==> src/rtl/core/tcwb_pkg.sv <==
// Shared types, constants and register indexes for the text cursor and bounding box block.
// No dependencies; every other file imports this package.
package tcwb_pkg;

  localparam int GLYPH_ENTRIES = 256;
  localparam int COORD_BITS    = 16;
  localparam int GLYPH_AW      = (GLYPH_ENTRIES > 1) ? $clog2(GLYPH_ENTRIES) : 1;
  localparam int EXT_W         = 18;
  localparam int WRAP_W        = ((COORD_BITS > EXT_W) ? COORD_BITS : EXT_W) + 1;

  typedef logic signed [COORD_BITS-1:0] coord_t;

  localparam logic [8:0] ENTRIES_LIM     = 9'(GLYPH_ENTRIES);
  localparam coord_t     BOX_LEAST_INIT  = coord_t'(32767);
  localparam coord_t     BOX_MOST_INIT   = '1;
  localparam logic [7:0] CHAR_LF         = 8'h0A;
  localparam logic [7:0] CHAR_CR         = 8'h0D;
  localparam logic [7:0] CLASSIC_W       = 8'd6;
  localparam logic [7:0] CLASSIC_H       = 8'd8;
  localparam int         MODE_WRAP_BIT   = 0;
  localparam int         MODE_PROP_BIT   = 1;

  typedef enum logic [1:0] {
    FUNC_START = 2'd0,
    FUNC_CHAR  = 2'd1,
    FUNC_LOAD  = 2'd2,
    FUNC_NOP   = 2'd3
  } func_e;

  typedef enum logic [2:0] {
    CFG_LINE_START   = 3'd0,
    CFG_WINDOW_RIGHT = 3'd1,
    CFG_SCALE_X      = 3'd2,
    CFG_SCALE_Y      = 3'd3,
    CFG_MODE         = 3'd4,
    CFG_LINE_ADVANCE = 3'd5,
    CFG_FIRST_CODE   = 3'd6,
    CFG_LAST_CODE    = 3'd7
  } cfg_idx_e;

  typedef enum logic [2:0] {
    KIND_NONE,
    KIND_START,
    KIND_NEWLINE,
    KIND_DRAW,
    KIND_ADVANCE
  } kind_e;

  typedef struct packed {
    coord_t      line_start_x;
    coord_t      window_right;
    logic [7:0]  scale_x;
    logic [7:0]  scale_y;
    logic [1:0]  mode;
    logic [7:0]  line_advance;
    logic [7:0]  first_code;
    logic [7:0]  last_code;
  } cfg_t;

  typedef struct packed {
    logic [7:0]        width;
    logic [7:0]        height;
    logic [7:0]        advance;
    logic signed [7:0] x_offset;
    logic signed [7:0] y_offset;
  } glyph_t;

  typedef struct packed {
    func_e      func;
    logic [7:0] code;
    logic       hit;
    coord_t     start_x;
    coord_t     start_y;
  } s1_t;

  typedef struct packed {
    kind_e                   kind;
    coord_t                  start_x;
    coord_t                  start_y;
    logic signed [EXT_W-1:0] ext;
    coord_t                  off_x;
    coord_t                  off_y;
    coord_t                  size_x;
    coord_t                  size_y;
    coord_t                  adv_x;
    coord_t                  line_h;
  } s2_t;

  typedef struct packed {
    logic   clear;
    logic   draw;
    coord_t draw_x;
    coord_t draw_y;
    coord_t cur_x;
    coord_t cur_y;
    coord_t x1;
    coord_t y1;
    coord_t size_x;
    coord_t size_y;
  } s3_t;

endpackage

==> src/rtl/core/tcwb_metric_scale.sv <==
// Request decode and scaling of glyph or classic cell metrics by the magnification factors.
// Depends on tcwb_pkg.
module tcwb_metric_scale
  import tcwb_pkg::*;
(
  input  logic   clk_i,
  input  logic   rst_ni,
  input  cfg_t   cfg_i,
  input  logic   valid_i,
  input  s1_t    item_i,
  input  glyph_t glyph_i,
  output logic   stall_o,
  output logic   valid_o,
  output s2_t    item_o,
  input  logic   stall_i
);

  logic            valid_q;
  s2_t             item_q;
  s2_t             item_d;
  logic            take;
  logic            prop;
  logic [9:0]      xw;
  logic [EXT_W-1:0] ext_u;
  logic [COORD_BITS-1:0] sx_c;
  logic [COORD_BITS-1:0] sy_c;

  assign stall_o = valid_q && stall_i;
  assign take    = valid_i && !stall_o;
  assign prop    = cfg_i.mode[MODE_PROP_BIT];
  assign sx_c    = {{(COORD_BITS-8){1'b0}}, cfg_i.scale_x};
  assign sy_c    = {{(COORD_BITS-8){1'b0}}, cfg_i.scale_y};
  assign xw      = {{2{glyph_i.x_offset[7]}}, glyph_i.x_offset} + {2'b00, glyph_i.width};
  assign ext_u   = {{(EXT_W-10){xw[9]}}, xw} * {{(EXT_W-8){1'b0}}, cfg_i.scale_x};

  always_comb begin
    item_d         = '0;
    item_d.start_x = item_i.start_x;
    item_d.start_y = item_i.start_y;
    item_d.line_h  = sy_c * {{(COORD_BITS-8){1'b0}},
                             (prop ? cfg_i.line_advance : CLASSIC_H)};
    case (item_i.func)
      FUNC_START: begin
        item_d.kind = KIND_START;
      end
      FUNC_CHAR: begin
        if (item_i.code == CHAR_LF) begin
          item_d.kind = KIND_NEWLINE;
        end else if (item_i.code == CHAR_CR) begin
          item_d.kind = KIND_NONE;
        end else if (!prop) begin
          item_d.kind = KIND_DRAW;
        end else if (!item_i.hit) begin
          item_d.kind = KIND_NONE;
        end else if (glyph_i.width != 8'd0 && glyph_i.height != 8'd0) begin
          item_d.kind = KIND_DRAW;
        end else begin
          item_d.kind = KIND_ADVANCE;
        end
      end
      default: begin
        item_d.kind = KIND_NONE;
      end
    endcase
    if (prop) begin
      item_d.ext    = $signed(ext_u);
      item_d.off_x  = $signed({{(COORD_BITS-8){glyph_i.x_offset[7]}}, glyph_i.x_offset} * sx_c);
      item_d.off_y  = $signed({{(COORD_BITS-8){glyph_i.y_offset[7]}}, glyph_i.y_offset} * sy_c);
      item_d.size_x = $signed({{(COORD_BITS-8){1'b0}}, glyph_i.width} * sx_c);
      item_d.size_y = $signed({{(COORD_BITS-8){1'b0}}, glyph_i.height} * sy_c);
      item_d.adv_x  = $signed({{(COORD_BITS-8){1'b0}}, glyph_i.advance} * sx_c);
    end else begin
      item_d.ext    = $signed({{(EXT_W-8){1'b0}}, cfg_i.scale_x} *
                              {{(EXT_W-8){1'b0}}, CLASSIC_W});
      item_d.off_x  = '0;
      item_d.off_y  = '0;
      item_d.size_x = $signed(sx_c * {{(COORD_BITS-8){1'b0}}, CLASSIC_W});
      item_d.size_y = $signed(sy_c * {{(COORD_BITS-8){1'b0}}, CLASSIC_H});
      item_d.adv_x  = $signed(sx_c * {{(COORD_BITS-8){1'b0}}, CLASSIC_W});
    end
  end

  always_ff @(posedge clk_i or negedge rst_ni) begin
    if (!rst_ni) begin
      valid_q <= 1'b0;
    end else if (!stall_o) begin
      valid_q <= valid_i;
    end
  end

  always_ff @(posedge clk_i) begin
    if (take) begin
      item_q <= item_d;
    end
  end

  assign valid_o = valid_q;
  assign item_o  = item_q;

endmodule

==> config.mk <==
export PLATFORM = sky130hd
export DESIGN_NAME = tcwb_metric_scale
export DESIGN_NICKNAME = d
export VERILOG_FILES = /design/src/rtl/core/tcwb_pkg.sv /design/src/rtl/core/tcwb_metric_scale.sv
export SDC_FILE = /design/constraint.sdc
export NUM_CORES = 1
export LEC_CHECK = 0
export BUFFER_PORTS_ARGS = -buffer_cell sky130_fd_sc_hd__buf_2
export CAP_MARGIN = 20
export CORE_ASPECT_RATIO = 1.5
export CORE_UTILIZATION = 40
export DETAILED_ROUTE_END_ITERATION = 6
export PLACE_DENSITY_LB_ADDON = 0.12
export SYNTH_ARGS = -nofsm -noshare
export SYNTH_HDL_FRONTEND = slang
export SYNTH_SLANG_ARGS = --single-unit
export TNS_END_PERCENT = 5
==> constraint.sdc <==
create_clock -name clk_i -period 8.6 [get_ports clk_i]
set_input_delay 1.29 -clock clk_i [delete_from_list [all_inputs] [get_ports clk_i]]
set_output_delay 1.29 -clock clk_i [all_outputs]
set_load 0.005 [all_outputs]
==> results.md <==
* Cts bufs inserted at 17
* Inst Count DP at 3052
* CP Max Fanout at 9
* Port-buffer cells at 262
* Total Power at 5.81 mW
* Grt met1 use at 23.2%
* Ys Warns at 0
* Synthesized area at 21200 um^2
* Cell Count, Final, Fillers Out at about 3100
* Area share of the largest cell type after synthesis at 26.3%
* Cells after Synth at 2178
* Vias per std cell at 5.04
* Max-Cap Viols at 0
* Site Rows at between 100 and 150
* Total track usage at 20.7%
* Layout Skew at 0.00768 ns
* Die area at about 54000 um^2
* Post-CTS setup buffer count at 0
* Initial core utilization at 40.7%
* Share of cells above drive strength 1 at 13.5%
* Clock transition at path regs at 0.08 ns
* Hold Slack at approximately 0.57 ns
* Synth-to-Final Area Change at 12.0%
* Count leader, synth: inv_1
* Wire length per cell at approximately 17 um
* PwrDens at 245 nW/um^2
* Die X at ~190 um
* Initial antenna violation count at 1
* Hpwl dp at 41700 um
* Setup TNS at 0 ns
* DRT Pass-1 Iters at 4
* Largest net degree at the start of global routing at 72
* I/O Pins at 312
* Drt first-iter violations at 549
* Tightest Hold Check Type: in -> async
* RSZ-0062 raised after global routing: no
* Met3 Track Usage GR at 2.54%
* Critical Path RT at 8.93 ns
* Core Box Area at 51900 um^2
* Sequential element share of the synthesized area at 21.3%
* Fin crit share at roughly 86%
* Max VDD drop at 0.231 mV
* Slew Limit Fails at 0
* Endpoints failing setup at 0
* WS Path Type: in -> reg
* Syn Area/Cell at between 9 and 10 um^2
* Total Wirelength at 52900 um
* Synth area leader: fa_1
* Final Hold Viols at 0
* Via count at 15600
* Largest cells by area after synthesis: fa_1 26%, edfxtp_1 21%, ha_1 17%, inv_1 6.8%, and2_1 6.6%
* Slew margin rel. at 37.2%
* Grt total ovfl at 0
* Unique cell type count in the Yosys netlist at 61
* CTS tree: built
* # H-tree levels at 4
* Top_reg_cell synth: edfxtp_1
* Post-synth EDFFs at 149
* CP Capture Type: flip-flop
* CTS Hold Bufs at 0
* Root Driver: clkbuf_16
* Fin nets at ~3100
* RePlAce Congestion at 0.794
* Top post-synthesis cells by count: 384 x inv_1, 285 x ha_1, 278 x fa_1, 245 x nand2_1, 224 x and2_1
* Clock Tree Buf Depth at 2
* Die Height at between 200 and 300 um
* Detail Route Antenna Nets at 0
* FMAX at 134 MHz
* Seq cells post-synth at 150
* First-pass GRT wire length at 86200 um
* ANT cells at 0
* Vias in the first global route at approximately 17000
* M2 GR Usage at between 30% and 40%
* Crit path DAT at 7.77 ns
* Synthesized Nets at between 2000 and 3000
* Clock Latency Late Sink at between 0.4 and 0.5 ns
* Final worst path period need at 7.44 ns
* Slew @ Worst Pin at 0.942 ns
* Clk sinks at 150
* Status: complete, no violations
* Async set or reset register ratio after synthesis at less than 1%
* Startpoint Class: input port
* Leak pwr at 12.0 nW
* Gr busiest metal: met2
* # DRC at 0
* Post-CTS Resized at 0
[power by group]
group	switching [mW]	leakage (nW)	internal [mW]
logic	2.21	10.2	1.71
registers	0.0352	1.46	1.06
clock network	0.377	0.290	0.416
total	2.63	12.0	3.18
[logic make-up (layout without fill, tap and decap cells)]
group,after synthesis,in the layout,share of synthesized area [%]
simple gates,711,711,17.0
fa+ha+maj,563,563,43.2
buf+inv,454,684,8.07
compound gates,199,199,6.15
flops,150,150,21.3
xor+xnor,94,94,3.96
mux,7,7,0.361
[worst paths after layout]
path | cells after the start | from | slack (ns) | end
min in group clk_i | 2 | valid_o$_DFFE_PN0N_ | 0.69 | valid_o$_DFFE_PN0N_
worst min-delay path | 1 | rst_ni | 0.57 | valid_o$_DFFE_PN0N_
worst min register to register | 2 | valid_o$_DFFE_PN0N_ | 0.69 | valid_o$_DFFE_PN0N_
max in group asynchronous | 1 | rst_ni | 7.95 | valid_o$_DFFE_PN0N_
worst max register to register | 3 | valid_o$_DFFE_PN0N_ | 6.01 | item_o[76]$_SDFFCE_PN0P_
worst max-delay path | 27 | glyph_i[8] | 1.16 | item_o[113]$_SDFFCE_PN0P_
[metrics by stage]
| step | worst slack (ns) | util, % | area (um^2) |
|---|---|---|---|
| 2_1_floorplan | 1.75 | - | 21200 |
| 6_report | 1.16 | 45.6 | 23700 |
| 3_3_place_gp | 0.726 | 44.5 | 23100 |
| 4_1_cts | 1.14 | 45.6 | 23700 |
| 3_5_place_dp | 0.611 | 44.5 | 23100 |
| 5_1_grt | 0.778 | 45.6 | 23700 |
[cell usage in the layout, fill, tap and decap left out, types with 4 or more instances in the layout]
| cell type | count |
|---|---|
| a211oi_1 | 6 |
| a21boi_0 | 4 |
| a21o_1 | 40 |
| a21oi_1 | 57 |
| a31oi_1 | 4 |
| and2_1 | 224 |
| and3_1 | 37 |
| buf_2 | 261 |
| buf_4 | 5 |
| clkbuf_16 | 17 |
| edfxtp_1 | 149 |
| fa_1 | 278 |
| ha_1 | 285 |
| inv_1 | 384 |
| inv_6 | 5 |
| inv_8 | 6 |
| mux2_2 | 5 |
| nand2_1 | 245 |
| nand2b_1 | 20 |
| nand3_1 | 34 |
| nor2_1 | 78 |
| nor2b_1 | 16 |
| nor3_1 | 24 |
| nor3b_1 | 8 |
| nor4_1 | 5 |
| o211ai_1 | 8 |
| o21a_1 | 10 |
| o21ai_0 | 39 |
| o21ai_1 | 6 |
| o41a_1 | 4 |
| or3_1 | 6 |
| xnor2_1 | 56 |
| xor2_1 | 36 |
[final cells by class]
class                      instances  area [um^2]
fill                            5104        28300
multi-input combinational       1574        15000
sequential                       150         4500
inverter                         386         1450
timing repair buffer             266         1340
tap                              676          846
clock buffer                      17          425
clock inverter                    15          173
[metal layers]
metal  part of all wire [%]  wire [um]
met1                     39      20900
met2                     54      28800
met3                    3.3       1770
met4                    2.8       1490
met5                  0.019         10
[sequential cells by signal (all words and copies together), names as in the netlist]
| register | cells |
|---|---|
| item_o | 149 |
| valid_o | 1 |
[critical path, cell delays in order]
cell       delay (ns)
buf_2            0.18
ha_1             0.28
fa_1             0.41
a21o_1           0.17
a21oi_1          0.24
o21bai_1         0.09
a21o_1           0.20
a21oi_1          0.14
o21ai_1          0.11
xnor2_2          0.38
nand2_1          0.15
fa_1             0.57
inv_1            0.06
fa_1             0.49
fa_1             0.55
inv_1            0.05
fa_1             0.47
inv_1            0.04
ha_1             0.33
o21ai_0          0.09
nor2_1           0.10
a2bb2oi_1        0.45
a22oi_1          0.17
a21oi_1          0.25
xnor2_1          0.13
or2_1            0.22
a21oi_1          0.14
(Power assumes the default switching activity.)
