$ cat src/rtl/core/tcwb_pkg.sv
// Shared types, constants and register indexes for the text cursor and bounding box block.
// No dependencies; every other file imports this package.
package tcwb_pkg;

  localparam int GLYPH_ENTRIES = 256;
  localparam int COORD_BITS    = 16;
  localparam int GLYPH_AW      = (GLYPH_ENTRIES > 1) ? $clog2(GLYPH_ENTRIES) : 1;
  localparam int EXT_W         = 18;
  localparam int WRAP_W        = ((COORD_BITS > EXT_W) ? COORD_BITS : EXT_W) + 1;

  typedef logic signed [COORD_BITS-1:0] coord_t;

  localparam logic [8:0] ENTRIES_LIM     = 9'(GLYPH_ENTRIES);
  localparam coord_t     BOX_LEAST_INIT  = coord_t'(32767);
  localparam coord_t     BOX_MOST_INIT   = '1;
  localparam logic [7:0] CHAR_LF         = 8'h0A;
  localparam logic [7:0] CHAR_CR         = 8'h0D;
  localparam logic [7:0] CLASSIC_W       = 8'd6;
  localparam logic [7:0] CLASSIC_H       = 8'd8;
  localparam int         MODE_WRAP_BIT   = 0;
  localparam int         MODE_PROP_BIT   = 1;

  typedef enum logic [1:0] {
    FUNC_START = 2'd0,
    FUNC_CHAR  = 2'd1,
    FUNC_LOAD  = 2'd2,
    FUNC_NOP   = 2'd3
  } func_e;

  typedef enum logic [2:0] {
    CFG_LINE_START   = 3'd0,
    CFG_WINDOW_RIGHT = 3'd1,
    CFG_SCALE_X      = 3'd2,
    CFG_SCALE_Y      = 3'd3,
    CFG_MODE         = 3'd4,
    CFG_LINE_ADVANCE = 3'd5,
    CFG_FIRST_CODE   = 3'd6,
    CFG_LAST_CODE    = 3'd7
  } cfg_idx_e;

  typedef enum logic [2:0] {
    KIND_NONE,
    KIND_START,
    KIND_NEWLINE,
    KIND_DRAW,
    KIND_ADVANCE
  } kind_e;

  typedef struct packed {
    coord_t      line_start_x;
    coord_t      window_right;
    logic [7:0]  scale_x;
    logic [7:0]  scale_y;
    logic [1:0]  mode;
    logic [7:0]  line_advance;
    logic [7:0]  first_code;
    logic [7:0]  last_code;
  } cfg_t;

  typedef struct packed {
    logic [7:0]        width;
    logic [7:0]        height;
    logic [7:0]        advance;
    logic signed [7:0] x_offset;
    logic signed [7:0] y_offset;
  } glyph_t;

  typedef struct packed {
    func_e      func;
    logic [7:0] code;
    logic       hit;
    coord_t     start_x;
    coord_t     start_y;
  } s1_t;

  typedef struct packed {
    kind_e                   kind;
    coord_t                  start_x;
    coord_t                  start_y;
    logic signed [EXT_W-1:0] ext;
    coord_t                  off_x;
    coord_t                  off_y;
    coord_t                  size_x;
    coord_t                  size_y;
    coord_t                  adv_x;
    coord_t                  line_h;
  } s2_t;

  typedef struct packed {
    logic   clear;
    logic   draw;
    coord_t draw_x;
    coord_t draw_y;
    coord_t cur_x;
    coord_t cur_y;
    coord_t x1;
    coord_t y1;
    coord_t size_x;
    coord_t size_y;
  } s3_t;

endpackage

$ cat src/rtl/core/tcwb_box_stage.sv
// Bounding box registers and the output register of the result channel.
// Depends on tcwb_pkg.
module tcwb_box_stage
  import tcwb_pkg::*;
(
  input  logic   clk_i,
  input  logic   rst_ni,
  input  logic   valid_i,
  input  s3_t    item_i,
  output logic   stall_o,
  output logic   valid_o,
  input  logic   stall_i,
  output logic   draw_o,
  output coord_t draw_x_o,
  output coord_t draw_y_o,
  output coord_t cursor_x_o,
  output coord_t cursor_y_o,
  output coord_t box_min_x_o,
  output coord_t box_min_y_o,
  output coord_t box_max_x_o,
  output coord_t box_max_y_o
);

  logic   valid_q;
  logic   take;
  logic   draw_q;
  coord_t draw_x_q;
  coord_t draw_y_q;
  coord_t cur_x_q;
  coord_t cur_y_q;
  coord_t least_x_q, least_x_d;
  coord_t least_y_q, least_y_d;
  coord_t most_x_q, most_x_d;
  coord_t most_y_q, most_y_d;
  coord_t x2;
  coord_t y2;

  assign stall_o = valid_q && stall_i;
  assign take    = valid_i && !stall_o;

  always_comb begin
    x2        = item_i.x1 + item_i.size_x - coord_t'(1);
    y2        = item_i.y1 + item_i.size_y - coord_t'(1);
    least_x_d = least_x_q;
    least_y_d = least_y_q;
    most_x_d  = most_x_q;
    most_y_d  = most_y_q;
    if (item_i.clear) begin
      least_x_d = BOX_LEAST_INIT;
      least_y_d = BOX_LEAST_INIT;
      most_x_d  = BOX_MOST_INIT;
      most_y_d  = BOX_MOST_INIT;
    end else if (item_i.draw) begin
      if (item_i.x1 < least_x_q) begin
        least_x_d = item_i.x1;
      end
      if (item_i.y1 < least_y_q) begin
        least_y_d = item_i.y1;
      end
      if (x2 > most_x_q) begin
        most_x_d = x2;
      end
      if (y2 > most_y_q) begin
        most_y_d = y2;
      end
    end
  end

  always_ff @(posedge clk_i or negedge rst_ni) begin
    if (!rst_ni) begin
      valid_q   <= 1'b0;
      least_x_q <= BOX_LEAST_INIT;
      least_y_q <= BOX_LEAST_INIT;
      most_x_q  <= BOX_MOST_INIT;
      most_y_q  <= BOX_MOST_INIT;
    end else begin
      if (!stall_o) begin
        valid_q <= valid_i;
      end
      if (take) begin
        least_x_q <= least_x_d;
        least_y_q <= least_y_d;
        most_x_q  <= most_x_d;
        most_y_q  <= most_y_d;
      end
    end
  end

  always_ff @(posedge clk_i) begin
    if (take) begin
      draw_q   <= item_i.draw;
      draw_x_q <= item_i.draw_x;
      draw_y_q <= item_i.draw_y;
      cur_x_q  <= item_i.cur_x;
      cur_y_q  <= item_i.cur_y;
    end
  end

  assign valid_o     = valid_q;
  assign draw_o      = draw_q;
  assign draw_x_o    = draw_x_q;
  assign draw_y_o    = draw_y_q;
  assign cursor_x_o  = cur_x_q;
  assign cursor_y_o  = cur_y_q;
  assign box_min_x_o = least_x_q;
  assign box_min_y_o = least_y_q;
  assign box_max_x_o = most_x_q;
  assign box_max_y_o = most_y_q;

  // A start request leaves the box empty.
  assert property (@(posedge clk_i) disable iff (!rst_ni)
    take && item_i.clear |=> (least_x_q == BOX_LEAST_INIT) && (least_y_q == BOX_LEAST_INIT) &&
                             (most_x_q == BOX_MOST_INIT) && (most_y_q == BOX_MOST_INIT))
    else $error("box not cleared by start request");

  // The box always covers the top left corner of a drawn character.
  assert property (@(posedge clk_i) disable iff (!rst_ni)
    take && item_i.draw && !item_i.clear |=>
      (least_x_q <= $past(item_i.x1)) && (least_y_q <= $past(item_i.y1)))
    else $error("box misses a drawn character");

  // A result that draws nothing reports a zero draw position.
  assert property (@(posedge clk_i) disable iff (!rst_ni)
    valid_q && !draw_q |-> (draw_x_q == '0) && (draw_y_q == '0))
    else $error("draw position set without a draw");

endmodule

$ cat config.mk
export PLATFORM = sky130hd
export DESIGN_NAME = tcwb_box_stage
export DESIGN_NICKNAME = d
export VERILOG_FILES = /design/src/rtl/core/tcwb_pkg.sv /design/src/rtl/core/tcwb_box_stage.sv
export SDC_FILE = /design/constraint.sdc
export NUM_CORES = 1
export LEC_CHECK = 0
export BUFFER_PORTS_ARGS = -buffer_cell sky130_fd_sc_hd__buf_4
export CAP_MARGIN = 30
export CORE_ASPECT_RATIO = 0.6
export CORE_MARGIN = 2
export CORE_UTILIZATION = 33
export CTS_CLUSTER_SIZE = 16
export DETAILED_ROUTE_END_ITERATION = 6
export RECOVER_POWER = 25
export SYNTH_ARGS = -nofsm -noshare
export SYNTH_HDL_FRONTEND = slang
export SYNTH_SLANG_ARGS = --single-unit
$ cat constraint.sdc
create_clock -name clk_i -period 4.3 [get_ports clk_i]
set_input_delay 0.86 -clock clk_i [delete_from_list [all_inputs] [get_ports clk_i]]
set_output_delay 0.86 -clock clk_i [all_outputs]
set_load 0.01 [all_outputs]
==> reports/results.tsv <==
metric	value	unit
CP Class	in -> reg	
slowest cell on the critical path	ha_1	
worst path required time	4.63	ns
Worst Setup Start Kind	input pin	
DR pass1 iterations	5	
cell mode on critical path	ha_1	
Post-route DRC	0	
cells on worst reg2reg path	10	
Syn Area/Cell	9.843	um2
Reg power frac	30.9	%
vias per std cell	4.798	
Synth Warn #	0	
final worst setup slack	0.01596	ns
CTS tree	done	
critical path buffer and inverter count	4	
critical-path maximum fanout	8	
Filler cells	2386	
Slowest Stage Delay on Critical Path	0.37	ns
Post-synth EDFFs	65	
period utilization	99.63	%
drt total wl	27.75	mm
PortBufs	264	
Syn Std Cell Area	8652	um2
RR Endpoint	box_min_x_o[9]	
synth top area cells	edfxtp_1 (23%), dfstp_2 (19%), ha_1 (17%), inv_1 (8.0%), nor3_1 (4.0%)	
Hold Path Class	reg -> reg	
H-tree Lvls	4	
post-synth top area cell	edfxtp_1	
flops & latches, synth	130	
most common cell in the netlist	inv_1	
post-synth cell types	61	
Worst VDD drop	0.2297	mV
Design Area, Final	12710	um2
Worst-Skew Late Latency	0.43	ns
Worst R2R Start	box_min_x_o[9]	
post-synthesis sequential area ratio	42.26	%
hold-fix buffer count after cts	0	
Detailed Place HPWL	21.79	mm
total gr overflow	0	
routed via count	7753	
Reg area	3656	um2
Fin. Hold Viols	0	
clk_skew	0.01040	ns
CTS Sinks	130	
Root Driver	clkbuf_16	
Starting Density	33.92	%
Min-Delay Path Depth	2	
Final ANT Viol Nets	0	
Least-Margin Pin Slew	1.755	ns
Clock power frac	22.1	%
CTS Buf Count	17	
failing checks	capacitance limit, slew limit	
Crit. End Element	flop	
gr usage total	19.97	%
Die Span X	213.0	um
Reg clk slew, reported paths	0.07	ns
CP startpoint	item_i[49]	
final net count	1507	
die footprint	27570	um2
P_int	4.226	mW
relative max-transition margin	-16.98	%
Placed Area	11840	um2
num rows	45	
Core Box Area	25510	um2
min-delay src	box_min_x_o[1]	
P_leak	6.392	nW
Multi-input gate area	4449	um2
max-cap violation count	1	
fin. max-slew vios	66	
outcome	finished, violations left	
FFs w/ async S/R, synth	50.00	%
net count after synthesis	1135	
Final Critical Period	4.284	ns
Final setup viols	0	
FMAX	0.2334	GHz
synth cell count leaders	inv_1 (184), ha_1 (120), nor3_1 (69)	
combinational share of power	47.0	%
Yosys top cell area share	22.56	%
CP Data Arrival Time	4.61	ns
largest net degree at the start of global routing	66	
layout cells sized above 1	41.49	%
vias in the first global route	7148	
clk buf depth	2	
Net Sw Frac	37.04	%
Hold Path Sink	box_min_x_o[1]	
Synth Flop Type	edfxtp_1	
initial antenna violation count	2	
Psw	2.486	mW
area growth from synthesis to layout	46.85	%
critical-path cell list	buf_4, inv_2, ha_1, inv_1, ha_4, fa_2, a211o_1, a21oi_2, o21ai_1, a21oi_1, xnor2_1, ha_1, nand4_1, nor3_2, a21boi_2, or2_4, o211a_4, buf_6, nor3_1, a311oi_1	
setup TNS	0	ns
CP delay by family, top	compound AO/OA/AOI/OAI gates	
Power per Cell Area	528.3	nW/um2
Pwr Total	6.712	mW
Die H	129.4	um
Place WS	-0.4868	ns
Post-Synthesis Cells	879	
GP Congestion	0.8624	
Initial DRC Count	587	
Ports	265	
WL per Instance	17.17	um
first-pass GRT wire length	41.14	mm
reg-to-reg slack, setup	1.38	ns
worst reg2reg max path, cell delays in order (launching register included):
cell	delay, ns
dfstp_2	0.56
inv_1	0.05
ha_1	0.29
a21o_1	0.16
a21o_1	0.18
a21oi_1	0.21
o211ai_1	0.14
a21oi_2	0.55
buf_4	0.35
nor3_1	0.08
a211oi_1	0.26
metal layers:
metal / part of all wire [%] / track usage [%]
met5: 0.047 / 0
met4: 0.50 / 3.826
met3: 8.4 / 6.156
met2: 43 / 29.53
met1: 48 / 28.77
state kept, by name, summed over array words and instances (netlist names):
register     flops
box_max_x_o     16
cursor_y_o      16
box_min_x_o     16
box_min_y_o     16
valid_o          1
draw_y_o        16
box_max_y_o     16
cursor_x_o      16
draw_o           1
draw_x_o        16
worst max path at each step:
stage / endpoint / cells after the start
final: box_max_x_o[6] / 20
after global routing: box_max_x_o[1] / 20
after CTS: box_max_y_o[6] / 20
after detailed placement: box_max_x_o[0] / 20
after global placement: box_max_y_o[13] / 20
after floorplan: box_max_y_o[10] / 18
cells by family (layout without fill, tap and decap cells):
kind of cell | after synthesis | count (layout) | share of synthesized area [%]
adder cells (fa/ha/maj) | 122 | 122 | 17.82
flip-flops | 130 | 130 | 42.26
buffers and inverters | 212 | 595 | 9.443
other | 0 | 1 | 0
XOR/XNOR | 27 | 27 | 2.733
AO/OA/AOI/OAI | 175 | 176 | 14.71
multiplexers | 1 | 1 | 0.1157
AND/OR/NAND/NOR | 212 | 212 | 12.93
cell usage in the layout, fill, tap and decap left out, drive strengths merged, types with 3 or more instances in the layout:
cell type / netlist / routed
a2111oi: 3 / 3
a211o: 4 / 4
a211oi: 21 / 21
a21o: 28 / 28
a21oi: 33 / 33
a221oi: 10 / 10
a311oi: 3 / 3
a31oi: 7 / 7
and3: 13 / 13
and4: 21 / 21
buf: 9 / 311
clkbuf: 18 / 85
clkinv: 1 / 7
dfrtp: 3 / 3
dfstp: 62 / 62
edfxtp: 65 / 65
ha: 120 / 120
inv: 184 / 189
nand2: 17 / 17
nand2b: 3 / 3
nand4: 15 / 15
nor2: 59 / 59
nor2b: 4 / 4
nor3: 69 / 69
o211ai: 3 / 3
o21a: 8 / 9
o21ai: 15 / 15
o21bai: 6 / 6
o221ai: 3 / 3
o22a: 16 / 16
o31a: 3 / 3
xnor2: 19 / 19
xor2: 8 / 8
power by group through the flow:
stage          registers [mW]  clock network [mW]  logic [mW]
2_1_floorplan            2.18                   0        1.54
3_3_place_gp             2.08                   0        2.88
3_5_place_dp             2.09                   0        2.92
4_1_cts                  2.08                1.52        2.95
5_1_grt                  2.13                1.58        3.47
6_report                 2.07                1.48        3.16
per-stage QoR:
stage / cells / utilization, % / hold slack (ns)
2_1_floorplan: 879 / - / 0.5068
3_3_place_gp: 1573 / 46.41 / 0.5096
3_5_place_dp: 1573 / 46.41 / 0.5165
4_1_cts: 1607 / 48.82 / 0.5244
5_1_grt: 1616 / 49.82 / 0.5459
6_report: 1616 / 49.82 / 0.5219
layout make-up:
cell class,count,share of cell area (%)
inverter,185,5.564
clock inverter,14,1.211
antenna,1,0.01969
clock buffer,17,3.348
timing repair buffer,379,22.60
multi-input combinational,538,35.02
sequential,130,28.77
tap,352,3.466
repair_timing:
item / CTS / global route
pin swaps: 12 / 28
cloned: 1 / 1
setup endpoints to repair: 27 / 32
setup buffers: 2 / 8
gates resized for setup: 3 / 39
(Power assumes the default switching activity.)
