`config.mk`:
```
export PLATFORM = sky130hd
export DESIGN_NAME = tcwb_pen_stage
export DESIGN_NICKNAME = d
export VERILOG_FILES = /design/src/rtl/core/tcwb_pkg.sv /design/src/rtl/core/tcwb_pen_stage.sv
export SDC_FILE = /design/constraint.sdc
export NUM_CORES = 1
export LEC_CHECK = 0
export BUFFER_PORTS_ARGS = -buffer_cell sky130_fd_sc_hd__buf_2
export CAP_MARGIN = 20
export CELL_PAD_IN_SITES_DETAIL_PLACEMENT = 1
export CELL_PAD_IN_SITES_GLOBAL_PLACEMENT = 1
export CORE_MARGIN = 2
export CORE_UTILIZATION = 37
export DETAILED_ROUTE_END_ITERATION = 8
export PLACE_DENSITY_LB_ADDON = 0.1
export SYNTH_ARGS = -nofsm -noshare
export SYNTH_HDL_FRONTEND = slang
export SYNTH_SLANG_ARGS = --single-unit
```
`constraint.sdc`:
```
create_clock -name clk_i -period 9.7 [get_ports clk_i]
set_input_delay 0.97 -clock clk_i [delete_from_list [all_inputs] [get_ports clk_i]]
set_output_delay 0.97 -clock clk_i [all_outputs]
set_load 0.01 [all_outputs]
```
`src/rtl/core/tcwb_pkg.sv`:
```
// Shared types, constants and register indexes for the text cursor and bounding box block.
// No dependencies; every other file imports this package.
package tcwb_pkg;

  localparam int GLYPH_ENTRIES = 256;
  localparam int COORD_BITS    = 16;
  localparam int GLYPH_AW      = (GLYPH_ENTRIES > 1) ? $clog2(GLYPH_ENTRIES) : 1;
  localparam int EXT_W         = 18;
  localparam int WRAP_W        = ((COORD_BITS > EXT_W) ? COORD_BITS : EXT_W) + 1;

  typedef logic signed [COORD_BITS-1:0] coord_t;

  localparam logic [8:0] ENTRIES_LIM     = 9'(GLYPH_ENTRIES);
  localparam coord_t     BOX_LEAST_INIT  = coord_t'(32767);
  localparam coord_t     BOX_MOST_INIT   = '1;
  localparam logic [7:0] CHAR_LF         = 8'h0A;
  localparam logic [7:0] CHAR_CR         = 8'h0D;
  localparam logic [7:0] CLASSIC_W       = 8'd6;
  localparam logic [7:0] CLASSIC_H       = 8'd8;
  localparam int         MODE_WRAP_BIT   = 0;
  localparam int         MODE_PROP_BIT   = 1;

  typedef enum logic [1:0] {
    FUNC_START = 2'd0,
    FUNC_CHAR  = 2'd1,
    FUNC_LOAD  = 2'd2,
    FUNC_NOP   = 2'd3
  } func_e;

  typedef enum logic [2:0] {
    CFG_LINE_START   = 3'd0,
    CFG_WINDOW_RIGHT = 3'd1,
    CFG_SCALE_X      = 3'd2,
    CFG_SCALE_Y      = 3'd3,
    CFG_MODE         = 3'd4,
    CFG_LINE_ADVANCE = 3'd5,
    CFG_FIRST_CODE   = 3'd6,
    CFG_LAST_CODE    = 3'd7
  } cfg_idx_e;

  typedef enum logic [2:0] {
    KIND_NONE,
    KIND_START,
    KIND_NEWLINE,
    KIND_DRAW,
    KIND_ADVANCE
  } kind_e;

  typedef struct packed {
    coord_t      line_start_x;
    coord_t      window_right;
    logic [7:0]  scale_x;
    logic [7:0]  scale_y;
    logic [1:0]  mode;
    logic [7:0]  line_advance;
    logic [7:0]  first_code;
    logic [7:0]  last_code;
  } cfg_t;

  typedef struct packed {
    logic [7:0]        width;
    logic [7:0]        height;
    logic [7:0]        advance;
    logic signed [7:0] x_offset;
    logic signed [7:0] y_offset;
  } glyph_t;

  typedef struct packed {
    func_e      func;
    logic [7:0] code;
    logic       hit;
    coord_t     start_x;
    coord_t     start_y;
  } s1_t;

  typedef struct packed {
    kind_e                   kind;
    coord_t                  start_x;
    coord_t                  start_y;
    logic signed [EXT_W-1:0] ext;
    coord_t                  off_x;
    coord_t                  off_y;
    coord_t                  size_x;
    coord_t                  size_y;
    coord_t                  adv_x;
    coord_t                  line_h;
  } s2_t;

  typedef struct packed {
    logic   clear;
    logic   draw;
    coord_t draw_x;
    coord_t draw_y;
    coord_t cur_x;
    coord_t cur_y;
    coord_t x1;
    coord_t y1;
    coord_t size_x;
    coord_t size_y;
  } s3_t;

endpackage

```
`src/rtl/core/tcwb_pen_stage.sv`:
```
// Text cursor register with the wrap test, newline handling and draw position.
// Depends on tcwb_pkg.
module tcwb_pen_stage
  import tcwb_pkg::*;
(
  input  logic clk_i,
  input  logic rst_ni,
  input  cfg_t cfg_i,
  input  logic valid_i,
  input  s2_t  item_i,
  output logic stall_o,
  output logic valid_o,
  output s3_t  item_o,
  input  logic stall_i
);

  logic                     valid_q;
  s3_t                      item_q;
  s3_t                      item_d;
  logic                     take;
  coord_t                   pen_x_q;
  coord_t                   pen_y_q;
  coord_t                   pen_x_d;
  coord_t                   pen_y_d;
  logic signed [WRAP_W-1:0] wrap_sum;
  logic signed [WRAP_W-1:0] wrap_lim;
  logic                     do_wrap;
  coord_t                   next_line_y;
  coord_t                   base_x;
  coord_t                   base_y;

  assign stall_o = valid_q && stall_i;
  assign take    = valid_i && !stall_o;

  always_comb begin
    wrap_sum    = WRAP_W'(pen_x_q) + WRAP_W'(item_i.ext);
    wrap_lim    = WRAP_W'(cfg_i.window_right);
    do_wrap     = cfg_i.mode[MODE_WRAP_BIT] && (item_i.kind == KIND_DRAW) &&
                  (wrap_sum > wrap_lim);
    next_line_y = pen_y_q + item_i.line_h;
    base_x      = do_wrap ? cfg_i.line_start_x : pen_x_q;
    base_y      = do_wrap ? next_line_y : pen_y_q;
    pen_x_d     = pen_x_q;
    pen_y_d     = pen_y_q;
    case (item_i.kind)
      KIND_START: begin
        pen_x_d = item_i.start_x;
        pen_y_d = item_i.start_y;
      end
      KIND_NEWLINE: begin
        pen_x_d = cfg_i.line_start_x;
        pen_y_d = next_line_y;
      end
      KIND_DRAW: begin
        pen_x_d = base_x + item_i.adv_x;
        pen_y_d = base_y;
      end
      KIND_ADVANCE: begin
        pen_x_d = pen_x_q + item_i.adv_x;
      end
      default: begin
        pen_x_d = pen_x_q;
      end
    endcase
    item_d.clear  = (item_i.kind == KIND_START);
    item_d.draw   = (item_i.kind == KIND_DRAW);
    item_d.draw_x = item_d.draw ? base_x : '0;
    item_d.draw_y = item_d.draw ? base_y : '0;
    item_d.cur_x  = pen_x_d;
    item_d.cur_y  = pen_y_d;
    item_d.x1     = base_x + item_i.off_x;
    item_d.y1     = base_y + item_i.off_y;
    item_d.size_x = item_i.size_x;
    item_d.size_y = item_i.size_y;
  end

  always_ff @(posedge clk_i or negedge rst_ni) begin
    if (!rst_ni) begin
      valid_q <= 1'b0;
      pen_x_q <= '0;
      pen_y_q <= '0;
    end else begin
      if (!stall_o) begin
        valid_q <= valid_i;
      end
      if (take) begin
        pen_x_q <= pen_x_d;
        pen_y_q <= pen_y_d;
      end
    end
  end

  always_ff @(posedge clk_i) begin
    if (take) begin
      item_q <= item_d;
    end
  end

  assign valid_o = valid_q;
  assign item_o  = item_q;

  // A request that neither places, advances nor draws leaves the cursor alone.
  assert property (@(posedge clk_i) disable iff (!rst_ni)
    take && (item_i.kind == KIND_NONE) |=> $stable(pen_x_q) && $stable(pen_y_q))
    else $error("cursor moved on a request without effect");

endmodule

```
==> metrics, run 1 <==
status finished, final reports clean; First-pass DRT Iterations 5; number of clock sinks seen by CTS ~160; post-route fraction of the period consumed by the critical path approximately 82%; TritonCTS Buffers 17; flip-flop and latch area 4730 sq um; Remaining Overflow, GRT 0; largest net degree at the start of global routing between 70 and 80; initial standard-cell utilization of the core between 30% and 40%; clock-pin slew reported for the worst setup and hold paths after clock tree synthesis about 0.07 ns; setup_tns 0 ns; capturing element type of the critical path flop; number of vias per cell after detailed routing approximately 5.4; number of remaining DRC errors 0; H-Tree Depth 4; category of the critical setup timing path primary input to flop; Avg Synthesized Cell Area between 10 and 15 sq um; number of instances in the synthesized netlist between 1000 and 1500; synthesized cell area approximately 11000 sq um; Cell Count Post-Placement 1768; leakage dissipation 6.09 nW; I/O pin count between 300 and 400; count of cells resized by post-cts repair 0; maximum clock path buffer count 2; total of max-cap violations 0; total count of hold-check failures in the final report 0; reg2reg path depth 27; count of flip-flops with a built-in enable after synthesis 130; core region area 29600 sq um; number of failing setup endpoints in the final timing report 0; maximum fanout along the worst path 18; worst stage delay on the critical path 0.54 ns; Die X about 180 um; highest clock frequency the design can meet 0.125 GHz; unrepaired setup endpoints after global routing no; DP Wirelength approximately 28000 um; First DRT Iteration DRCs roughly 550; post-CTS setup buffer count 0; critical path arrival ~8.3 ns; transition time of the tightest slew-check pin approximately 1.1 ns; antenna violations before repair 2; clock tree root driver cell sky130_fd_sc_hd__clkbuf_16; area growth from synthesis to layout 24.0%; worst IR drop on VDD between 0.1 and 0.15 mV; number of flip-flops and latches in the synthesized netlist around 160; clock tree from TritonCTS done; unique cell type count in the Yosys netlist just under 80; ratio of cells with drive above 1 in the final layout roughly 30%; setup clock skew after layout between 0.015 and 0.02 ns; worst hold path stage count 2; clock latency at the later pin of the worst-skew pair 0.46 ns; most used cells in the layout excluding fill and tap cells 317 x sky130_fd_sc_hd__buf_2, 130 x sky130_fd_sc_hd__edfxtp_1, 100 x sky130_fd_sc_hd__ha_1, 83 x sky130_fd_sc_hd__nor2_1, 72 x sky130_fd_sc_hd__a21oi_1; Final min period 8.00 ns; fill cell total of the finished layout 3442; slowest stage cell on the critical path sky130_fd_sc_hd__or4b_1; Max-slew headroom 28.9%; Via Count around 9700; worst reg2reg endpoint item_o[62]$_DFFE_PP_; remaining antenna violation count after routing 0; overall track demand over capacity in global routing 23.6%; non-filler instance count after layout around 1800; Top cell by count, worst path sky130_fd_sc_hd__ha_1; Final Net Count 1729; worst-case register-to-register setup slack ~1.8 ns; destination of the worst hold path valid_o$_DFFE_PN0N_; share of flip-flops with an asynchronous set or reset 20.2%; portion of the post-synthesis area used by sequential elements between 40% and 50%; launching point of the worst reg2reg path pen_x_q[0]$_DFFE_PN0P_; worst min path class flop to flop; per-cell routed wire length between 20 and 25 um; number of buffers and inverters on the critical path 2; Power per Cell Area 259 nW/um^2; area of combinational cells with multiple inputs around 6000 sq um; Die Outline Area roughly 31000 sq um; max-slew violations 0; via count of the first global-routing pass 9839; dominant register cell in the synthesized netlist sky130_fd_sc_hd__edfxtp_1; hold buffer count at CTS 0; routability congestion estimate between 0.8 and 0.9; first-pass GRT wire length 56300 um; Buffers on Ports around 320; vertical die dimension about 180 um; most common library cell in the layout ignoring fill and taps sky130_fd_sc_hd__buf_2; data required time of the critical path roughly 10 ns; launch instance of the worst min-delay path valid_o$_DFFE_PN0N_; nets in the synthesized netlist ~1400; yosys synthesis warning count 0; element type at the critical path start primary input; wirelength, routed around 37000 um; kind of cell with the highest combined delay on the critical path compound AO/OA/AOI/OAI gates; Cell Rows 63
[Yosys cell counts, types with 13 or more instances]
| cell | number | area [sq um] |
|---|---|---|
| sky130_fd_sc_hd__clkbuf_1 | 20 | 75.1 |
| sky130_fd_sc_hd__ha_1 | 100 | 1250 |
| sky130_fd_sc_hd__edfxtp_1 | 130 | 3900 |
| sky130_fd_sc_hd__xor2_1 | 16 | 140 |
| sky130_fd_sc_hd__o21a_1 | 17 | 128 |
| sky130_fd_sc_hd__o21ai_0 | 60 | 300 |
| sky130_fd_sc_hd__mux2_2 | 28 | 315 |
| sky130_fd_sc_hd__nor2_1 | 83 | 312 |
| sky130_fd_sc_hd__a21o_1 | 22 | 165 |
| sky130_fd_sc_hd__a21oi_1 | 72 | 360 |
| sky130_fd_sc_hd__xnor2_1 | 50 | 438 |
| sky130_fd_sc_hd__nand2b_1 | 22 | 138 |
| sky130_fd_sc_hd__nand3_1 | 23 | 115 |
| sky130_fd_sc_hd__mux2i_1 | 14 | 140 |
| sky130_fd_sc_hd__nor3_1 | 24 | 120 |
| sky130_fd_sc_hd__inv_1 | 63 | 236 |
| sky130_fd_sc_hd__and3_1 | 13 | 81.3 |
| sky130_fd_sc_hd__nand2_1 | 61 | 229 |
| sky130_fd_sc_hd__dfrtp_1 | 33 | 826 |
| sky130_fd_sc_hd__and2_1 | 25 | 156 |
| sky130_fd_sc_hd__o22ai_1 | 19 | 119 |
[registers in the layout, indices dropped and copies added, names as in the netlist]
register / cells
pen_y_q: 16
pen_x_q: 16
item_o: 130
valid_o: 1
[cell families after synthesis]
kind of cell             Yosys count  synth area share [%]
multiplexers                      47                  5.11
XOR/XNOR                          66                  5.20
flip-flops                       163                  42.5
AO/OA/AOI/OAI                    299                  17.8
adder cells (fa/ha/maj)          105                  12.2
AND/OR/NAND/NOR                  302                  13.8
buffers and inverters             95                  3.39
[routing by layer]
layer,up-vias,wire [um],global-route usage [%]
met4,0,552,5.67
met2,300,17000,38.1
met5,-,0,0
met3,34,2070,3.92
li1,4691,-,-
met1,4715,17500,33.2
[how the worst max path moves through the flow]
| stage | endpoint | from | slack [ns] | depth (start not counted) |
|---|---|---|---|---|
| finish | item_o[62]$_DFFE_PP_ | item_i[96] | 1.70 | 28 |
| CTS | item_o[46]$_DFFE_PP_ | item_i[96] | 1.71 | 30 |
| global placement | item_o[62]$_DFFE_PP_ | item_i[96] | 1.33 | 28 |
| floorplan | item_o[63]$_DFFE_PP_ | item_i[96] | 2.36 | 28 |
| detailed placement | item_o[46]$_DFFE_PP_ | item_i[96] | 1.24 | 30 |
| global route | item_o[46]$_DFFE_PP_ | item_i[96] | 1.22 | 30 |
[through the flow]
step | setup WS (ns) | power [mW] | utilization (%) | area [sq um] | hold slack, ns
finish | 1.70 | 3.57 | 46.5 | 13800 | 0.548
detailed placement | 1.24 | 2.85 | 44.5 | 13200 | 0.535
global route | 1.22 | 3.84 | 46.5 | 13800 | 0.585
floorplan | 2.36 | 2.34 | - | 11100 | 0.494
CTS | 1.71 | 3.58 | 46.5 | 13800 | 0.555
global placement | 1.33 | 2.81 | 44.5 | 13200 | 0.518
[tightest hold or removal path: cells and delay by family, from the launching register on]
| family | cells | cell delay [ns] |
|---|---|---|
| flip-flops | 1 | 0.36 |
| AND/OR/NAND/NOR | 2 | 0.16 |
[area by class of cell]
| cell class | instances | area share, % |
|---|---|---|
| multi-input cells | 819 | 43.6 |
| repair buffers | 332 | 12.3 |
| clock inverters | 15 | 1.37 |
| well taps | 390 | 3.54 |
| diodes | 1 | 0.0181 |
| clock buffers | 17 | 3.08 |
| flip-flops and latches | 163 | 34.3 |
| inverters | 64 | 1.79 |
[report_power, final]
| group | internal (mW) | total, mW | leakage [nW] | switching [mW] |
|---|---|---|---|---|
| sequential | 0.950 | 1.05 | 1.62 | 0.103 |
| combinational | 0.794 | 1.80 | 4.16 | 1.00 |
| clock | 0.371 | 0.716 | 0.301 | 0.345 |
| total | 2.12 | 3.57 | 6.09 | 1.45 |
No activity file was read; power rests on OpenSTA's default activity.
==> inputs of run 2 (changes only) <==
- clock period: 9.7 -> 7.4 ns (I/O delays scaled with it)
==> run 2 against run 1 <==
Effect of this change: routed wire length grew 3.2%; die area unchanged; critical path depth rose by 3; core utilization increased by 2.3 points; clock skew is 0.0037 ns lower; first-iteration DRC count is 7.3% lower; non-clock buffer count rose by 82; register-to-register slack lost 1.4 ns; total power up 38%; sequential share of layout area fell by 1.6 points; sequential power grew 31%.
==> metrics, run 2 (synthesized netlist as in run 1, its figures left out) <==
Die X between 150 and 200 um; antenna violations before repair 3; Highest Signal Layer met4; TritonCTS Buffers 17; worst IR drop on VDD 0.146 mV; category of the critical setup timing path flop to flop; DP Wirelength slightly below 30000 um; maximum clock path buffer count 2; per-cell routed wire length 20.3 um; overall track demand over capacity in global routing approximately a quarter; leakage dissipation 6.49 nW; clock-pin slew reported for the worst setup and hold paths after clock tree synthesis 0.08 ns; post-detailed-placement cell area roughly 14000 sq um; Power per Cell Area 340 nW/um^2; post-CTS setup buffer count 0; number of vias per cell after detailed routing ~5.3; First DRT Iteration DRCs 507; Via Count between 10000 and 15000; count of cells resized by post-cts repair 0; total count of hold-check failures in the final report 0; detailed-routing wirelength on met1 approximately 18000 um; most used cells in the layout excluding fill and tap cells 317 x sky130_fd_sc_hd__buf_2, 130 x sky130_fd_sc_hd__edfxtp_1, 100 x sky130_fd_sc_hd__ha_1, 95 x sky130_fd_sc_hd__buf_4, 83 x sky130_fd_sc_hd__nor2_1; slowest stage cell on the critical path sky130_fd_sc_hd__or4_1; element type at the critical path start flop; largest net degree at the start of global routing 95; area growth from synthesis to layout 30.2%; minimum setup slack after placement -0.103 ns; hold buffer count at CTS 0; clock tree root driver cell sky130_fd_sc_hd__clkbuf_16; via count of the first global-routing pass 10300; max-slew violations 0; I/O pin count 359; setup clock skew after layout between 0.01 and 0.015 ns; Remaining Overflow, GRT 0; Top cell by count, worst path sky130_fd_sc_hd__buf_4; H-Tree Depth 4; setup_tns 0 ns; initial standard-cell utilization of the core between 30% and 40%; met3 WL 1960 um; total of max-cap violations 0; tightest hold margin 0.366 ns; core region area ~30000 sq um; highest clock frequency the design can meet between 0.1 and 0.15 GHz; most common library cell in the layout ignoring fill and taps sky130_fd_sc_hd__buf_2; fin worst setup slack 0.328 ns; vertical die dimension 177 um; capturing element type of the critical path flop; Die Outline Area approximately 31000 sq um; sum of met2 wire segment lengths after detailed routing approximately 18000 um; remaining antenna violation count after routing 0; number of clock sinks seen by CTS ~160; reg2reg path depth 31; wirelength, routed 38300 um; worst min path class primary input to asynchronous set/reset pin; First-pass DRT Iterations 4; Largest register FFs between 100 and 150; maximum fanout along the worst path 8; routability congestion estimate 0.901; critical path arrival roughly 7.3 ns; data required time of the critical path about 7.7 ns; number of remaining DRC errors 0; first-pass GRT wire length about 58000 um; post-route standard cell area excluding fillers 14500 sq um; worst stage delay on the critical path between 0.4 and 0.5 ns; clock tree from TritonCTS done; Buffers on Ports 317; ratio of cells with drive above 1 in the final layout about a third; Final Net Count roughly 1800; number of failing setup endpoints in the final timing report 0; status finished, final reports clean; Final min period 7.07 ns; transition time of the tightest slew-check pin between 1 and 1.5 ns; clock latency at the later pin of the worst-skew pair around 0.45 ns; Max-slew headroom 28.9%; final cell utilization of the core 48.9%; Cell Rows 63; post-route fraction of the period consumed by the critical path between 90 and 100%
## run 2: changes by cell type in the layout (fill, tap and decap cells not counted), moves of 2 or more
cell	change
sky130_fd_sc_hd__buf_4	+80
sky130_fd_sc_hd__clkinv_8	+2
sky130_fd_sc_hd__mux2i_2	+2
sky130_fd_sc_hd__diode_2	+2
sky130_fd_sc_hd__mux2i_1	-2
sky130_fd_sc_hd__a21oi_2	+2
sky130_fd_sc_hd__a21oi_1	-2
## run 2: final cells by class
cell class / instances / area [sq um]
fillers: 3461 / 15200
multi-input cells: 819 / 6070
flip-flops and latches: 163 / 4730
repair buffers: 414 / 2330
well taps: 390 / 488
clock buffers: 17 / 425
inverters: 64 / 246
clock inverters: 15 / 185
diodes: 3 / 7.51
## run 2: report_power, final
group / internal, mW / leakage (nW) / total [mW] / switching, mW
Combinational: 1.24 / 4.58 / 2.63 / 1.39
Sequential: 1.25 / 1.62 / 1.38 / 0.139
Clock: 0.459 / 0.293 / 0.914 / 0.456
## run 2: final timing paths
| path | to | start | slack, ns |
|---|---|---|---|
| worst max-delay path | item_o[95]$_DFFE_PP_ | pen_x_q[0]$_DFFE_PN0P_ | 0.33 |
| worst min-delay path | pen_x_q[11]$_DFFE_PN0P_ | rst_ni | 0.37 |
| worst max register to register | item_o[95]$_DFFE_PP_ | pen_x_q[0]$_DFFE_PN0P_ | 0.33 |
| worst min register to register | valid_o$_DFFE_PN0N_ | valid_o$_DFFE_PN0N_ | 0.55 |
| max in group asynchronous | pen_x_q[0]$_DFFE_PN0P_ | rst_ni | 6.60 |
| min in group clk_i | item_o[5]$_DFFE_PP_ | item_i[37] | 0.47 |
## run 2: routing by layer
| metal | track usage [%] | up-vias |
|---|---|---|
| li1 | - | 4859 |
| met1 | 32.9 | 4863 |
| met2 | 40.3 | 296 |
| met3 | 3.58 | 32 |
| met4 | 5.94 | 0 |
| met5 | 0 | - |
## run 2: worst max-delay path: cells and delay by family (launching register included)
kind / cells / cell delay (ns)
AO/OA/AOI/OAI: 15 / 2.71
XOR/XNOR: 1 / 0.10
adder cells (fa/ha/maj): 4 / 1.21
buffers and inverters: 5 / 0.75
flip-flops: 1 / 0.45
multiplexers: 1 / 0.35
AND/OR/NAND/NOR: 5 / 1.29
## run 2: per-stage QoR
stage          power [mW]  std cells
2_1_floorplan        3.06       1077
3_3_place_gp         3.91       1850
3_5_place_dp         3.98       1850
4_1_cts              4.93       1882
5_1_grt              5.30       1884
6_report             4.93       1885
==> inputs of run 3 (changes only) <==
- ABC_AREA: default -> 1
==> run 3 against run 2 <==
Effect of this change: critical endpoint is now item_o[60]$_DFFE_PP_; combinational power fell by 32%; core utilization fell by 1.8 points; maximum frequency rose by 12%; clock skew fell by 0.0040 ns; sequential power fell by 8%; non-clock buffer count fell by 84; via count fell by 1.2%; global-route usage fell by 0.76 points.
==> metrics, run 3 <==
worst stage delay on the critical path between 0.4 and 0.5 ns; setup_tns 0 ns; total of max-cap violations 0; nets in the synthesized netlist approximately 1600; minimum setup slack after placement 0.688 ns; Cell Rows 62; worst reg2reg endpoint item_o[60]$_DFFE_PP_; fraction of post-synthesis cell area in the top cell type by area around 36%; slowest stage cell on the critical path sky130_fd_sc_hd__fa_1; H-Tree Depth 4; setup clock skew after layout 0.0104 ns; most used cells in the layout excluding fill and tap cells 317 x sky130_fd_sc_hd__buf_2, 272 x sky130_fd_sc_hd__nand2_1, 184 x sky130_fd_sc_hd__inv_1, 130 x sky130_fd_sc_hd__edfxtp_1, 121 x sky130_fd_sc_hd__a21oi_1; I/O pin count about 360; post-CTS setup buffer count 0; First DRT Iteration DRCs between 400 and 500; Avg Synthesized Cell Area between 8 and 9 sq um; unique cell type count in the Yosys netlist 49; routability congestion estimate roughly 0.9; most common library cell in the layout ignoring fill and taps sky130_fd_sc_hd__buf_2; Buffers on Ports around 320; first-pass GRT wire length 55500 um; worst min path class primary input to asynchronous set/reset pin; fill cell total of the finished layout 3578; dominant register cell in the synthesized netlist sky130_fd_sc_hd__edfxtp_1; critical path arrival 6.50 ns; largest net degree at the start of global routing 74; Remaining Overflow, GRT 0; most numerous cell in the Yosys netlist sky130_fd_sc_hd__nand2_1; number of flip-flops and latches in the synthesized netlist about 160; max-slew violations 0; reg2reg path depth 34; element type at the critical path start flop; leading post-synthesis cells by cell area sky130_fd_sc_hd__edfxtp_1 36%, sky130_fd_sc_hd__ha_1 11%, sky130_fd_sc_hd__nand2_1 9.3%; clock-pin slew reported for the worst setup and hold paths after clock tree synthesis about 0.080 ns; post-route fraction of the period consumed by the critical path ~85%; maximum fanout along the worst path 26; DP Wirelength roughly 29000 um; top cell type by total area after synthesis sky130_fd_sc_hd__edfxtp_1; Die X ~180 um; portion of the post-synthesis area used by sequential elements 43.2%; initial standard-cell utilization of the core a little under two fifths; clock latency at the later pin of the worst-skew pair approximately 0.44 ns; highest clock frequency the design can meet 0.158 GHz; number of failing setup endpoints in the final timing report 0; clock tree root driver cell sky130_fd_sc_hd__clkbuf_16; vertical die dimension approximately 180 um; leakage dissipation slightly below 7 nW; Via Count approximately 10000; most numerous cell types in the synthesized netlist 272 x sky130_fd_sc_hd__nand2_1, 184 x sky130_fd_sc_hd__inv_1, 130 x sky130_fd_sc_hd__edfxtp_1, 121 x sky130_fd_sc_hd__a21oi_1, 100 x sky130_fd_sc_hd__ha_1; share of flip-flops with an asynchronous set or reset between 20 and 25%; unrepaired setup endpoints after global routing no; yosys synthesis warning count 0; Top cell by count, worst path sky130_fd_sc_hd__nand2_1; wirelength, routed about 36000 um; fin worst setup slack about 1.1 ns; via count of the first global-routing pass between 10000 and 15000; ratio of cells with drive above 1 in the final layout roughly 25%; transition time of the tightest slew-check pin between 0.9 and 1 ns; status finished, final reports clean; per-cell routed wire length about 18 um; Largest register FFs between 100 and 150; number of instances in the synthesized netlist approximately 1300; antenna violations before repair 3; maximum clock path buffer count 2; Max-slew headroom about a third; overall track demand over capacity in global routing between 20% and 30%; capturing element type of the critical path flop; Final min period ~6.3 ns; remaining antenna violation count after routing 0; clock tree from TritonCTS done; Power per Cell Area 294 nW/um^2; Final Net Count about 1900; First-pass DRT Iterations 5; data required time of the critical path about 7.6 ns; number of clock sinks seen by CTS roughly 160; worst-case register-to-register setup slack 1.09 ns; launching point of the worst reg2reg path pen_x_q[0]$_DFFE_PN0P_; count of flip-flops with a built-in enable after synthesis 130; area growth from synthesis to layout 24.3%; category of the critical setup timing path flop to flop; total count of hold-check failures in the final report 0; worst IR drop on VDD around 0.17 mV; count of cells resized by post-cts repair 0; TritonCTS Buffers 17; hold buffer count at CTS 0; core region area about 29000 sq um; Die Outline Area 31000 sq um; number of vias per cell after detailed routing between 5 and 6; synthesized cell area between 10000 and 15000 sq um; number of remaining DRC errors 0
[run 3: cell type report]
class	count	area, sq um	area share [%]
multi-input cells	873	5370	39.4
diodes	3	7.51	0.0551
flip-flops and latches	163	4730	34.7
clock buffers	17	425	3.12
clock inverters	15	181	1.33
inverters	197	739	5.43
repair buffers	330	1680	12.4
well taps	384	480	3.53
[run 3: worst max-delay path by stage]
stage / slack, ns / cells after the start / start / end
after detailed placement: 0.69 / 35 / item_i[96] / item_o[60]$_DFFE_PP_
after floorplan: 1.57 / 36 / item_i[96] / item_o[60]$_DFFE_PP_
after global placement: 0.79 / 35 / item_i[96] / item_o[60]$_DFFE_PP_
after global routing: 0.46 / 35 / pen_x_q[0]$_DFFE_PN0P_ / item_o[60]$_DFFE_PP_
final: 1.09 / 34 / pen_x_q[0]$_DFFE_PN0P_ / item_o[60]$_DFFE_PP_
after CTS: 1.07 / 34 / pen_x_q[0]$_DFFE_PN0P_ / item_o[60]$_DFFE_PP_
[run 3: kinds of logic after synthesis]
| logic type | count (synthesis) | share of synthesized area [%] |
|---|---|---|
| and+or+nand+nor | 418 | 16.3 |
| AOI/OAI and AO/OA | 288 | 15.2 |
| buffers and inverters | 223 | 7.90 |
| DFF | 163 | 43.2 |
| adders and majority gates | 105 | 12.3 |
| xor gates and xnor gates | 62 | 5.09 |
[run 3: metrics by stage]
stage	hold slack (ns)	cell area [sq um]	utilization [%]	total power, mW	cells
3_3_place_gp	0.479	13000	44.9	3.05	1947
2_1_floorplan	0.444	11000	-	2.55	1259
3_5_place_dp	0.485	13000	44.9	3.10	1947
4_1_cts	0.451	13600	47.0	4.04	1979
6_report	0.463	13600	47.0	4.00	1982
5_1_grt	0.449	13600	47.0	4.33	1980
[run 3: report_power, final]
part           leakage (nW)  internal (mW)  total (mW)  switching [mW]
logic                  4.88          0.686        1.80            1.12
clock network         0.296          0.460       0.923           0.463
registers              1.67           1.19        1.27          0.0795
[run 3: critical path, delay by kind of cell (launching register included)]
| kind | cells | cell delay, ns |
|---|---|---|
| AND/OR/NAND/NOR | 16 | 1.68 |
| adder cells (fa/ha/maj) | 5 | 1.65 |
| AO/OA/AOI/OAI | 9 | 1.65 |
| buffers and inverters | 2 | 0.44 |
| flip-flops | 1 | 0.41 |
| XOR/XNOR | 2 | 0.23 |
[run 3: metal layers]
| metal | GRT usage (%) | share of wire, % | vias up |
|---|---|---|---|
| li1 | - | - | 4934 |
| met5 | 0 | 0 | - |
| met3 | 4.18 | 4.8 | 48 |
| met2 | 41.4 | 50 | 283 |
| met1 | 28.5 | 43 | 4664 |
| met4 | 8.16 | 2.8 | 0 |
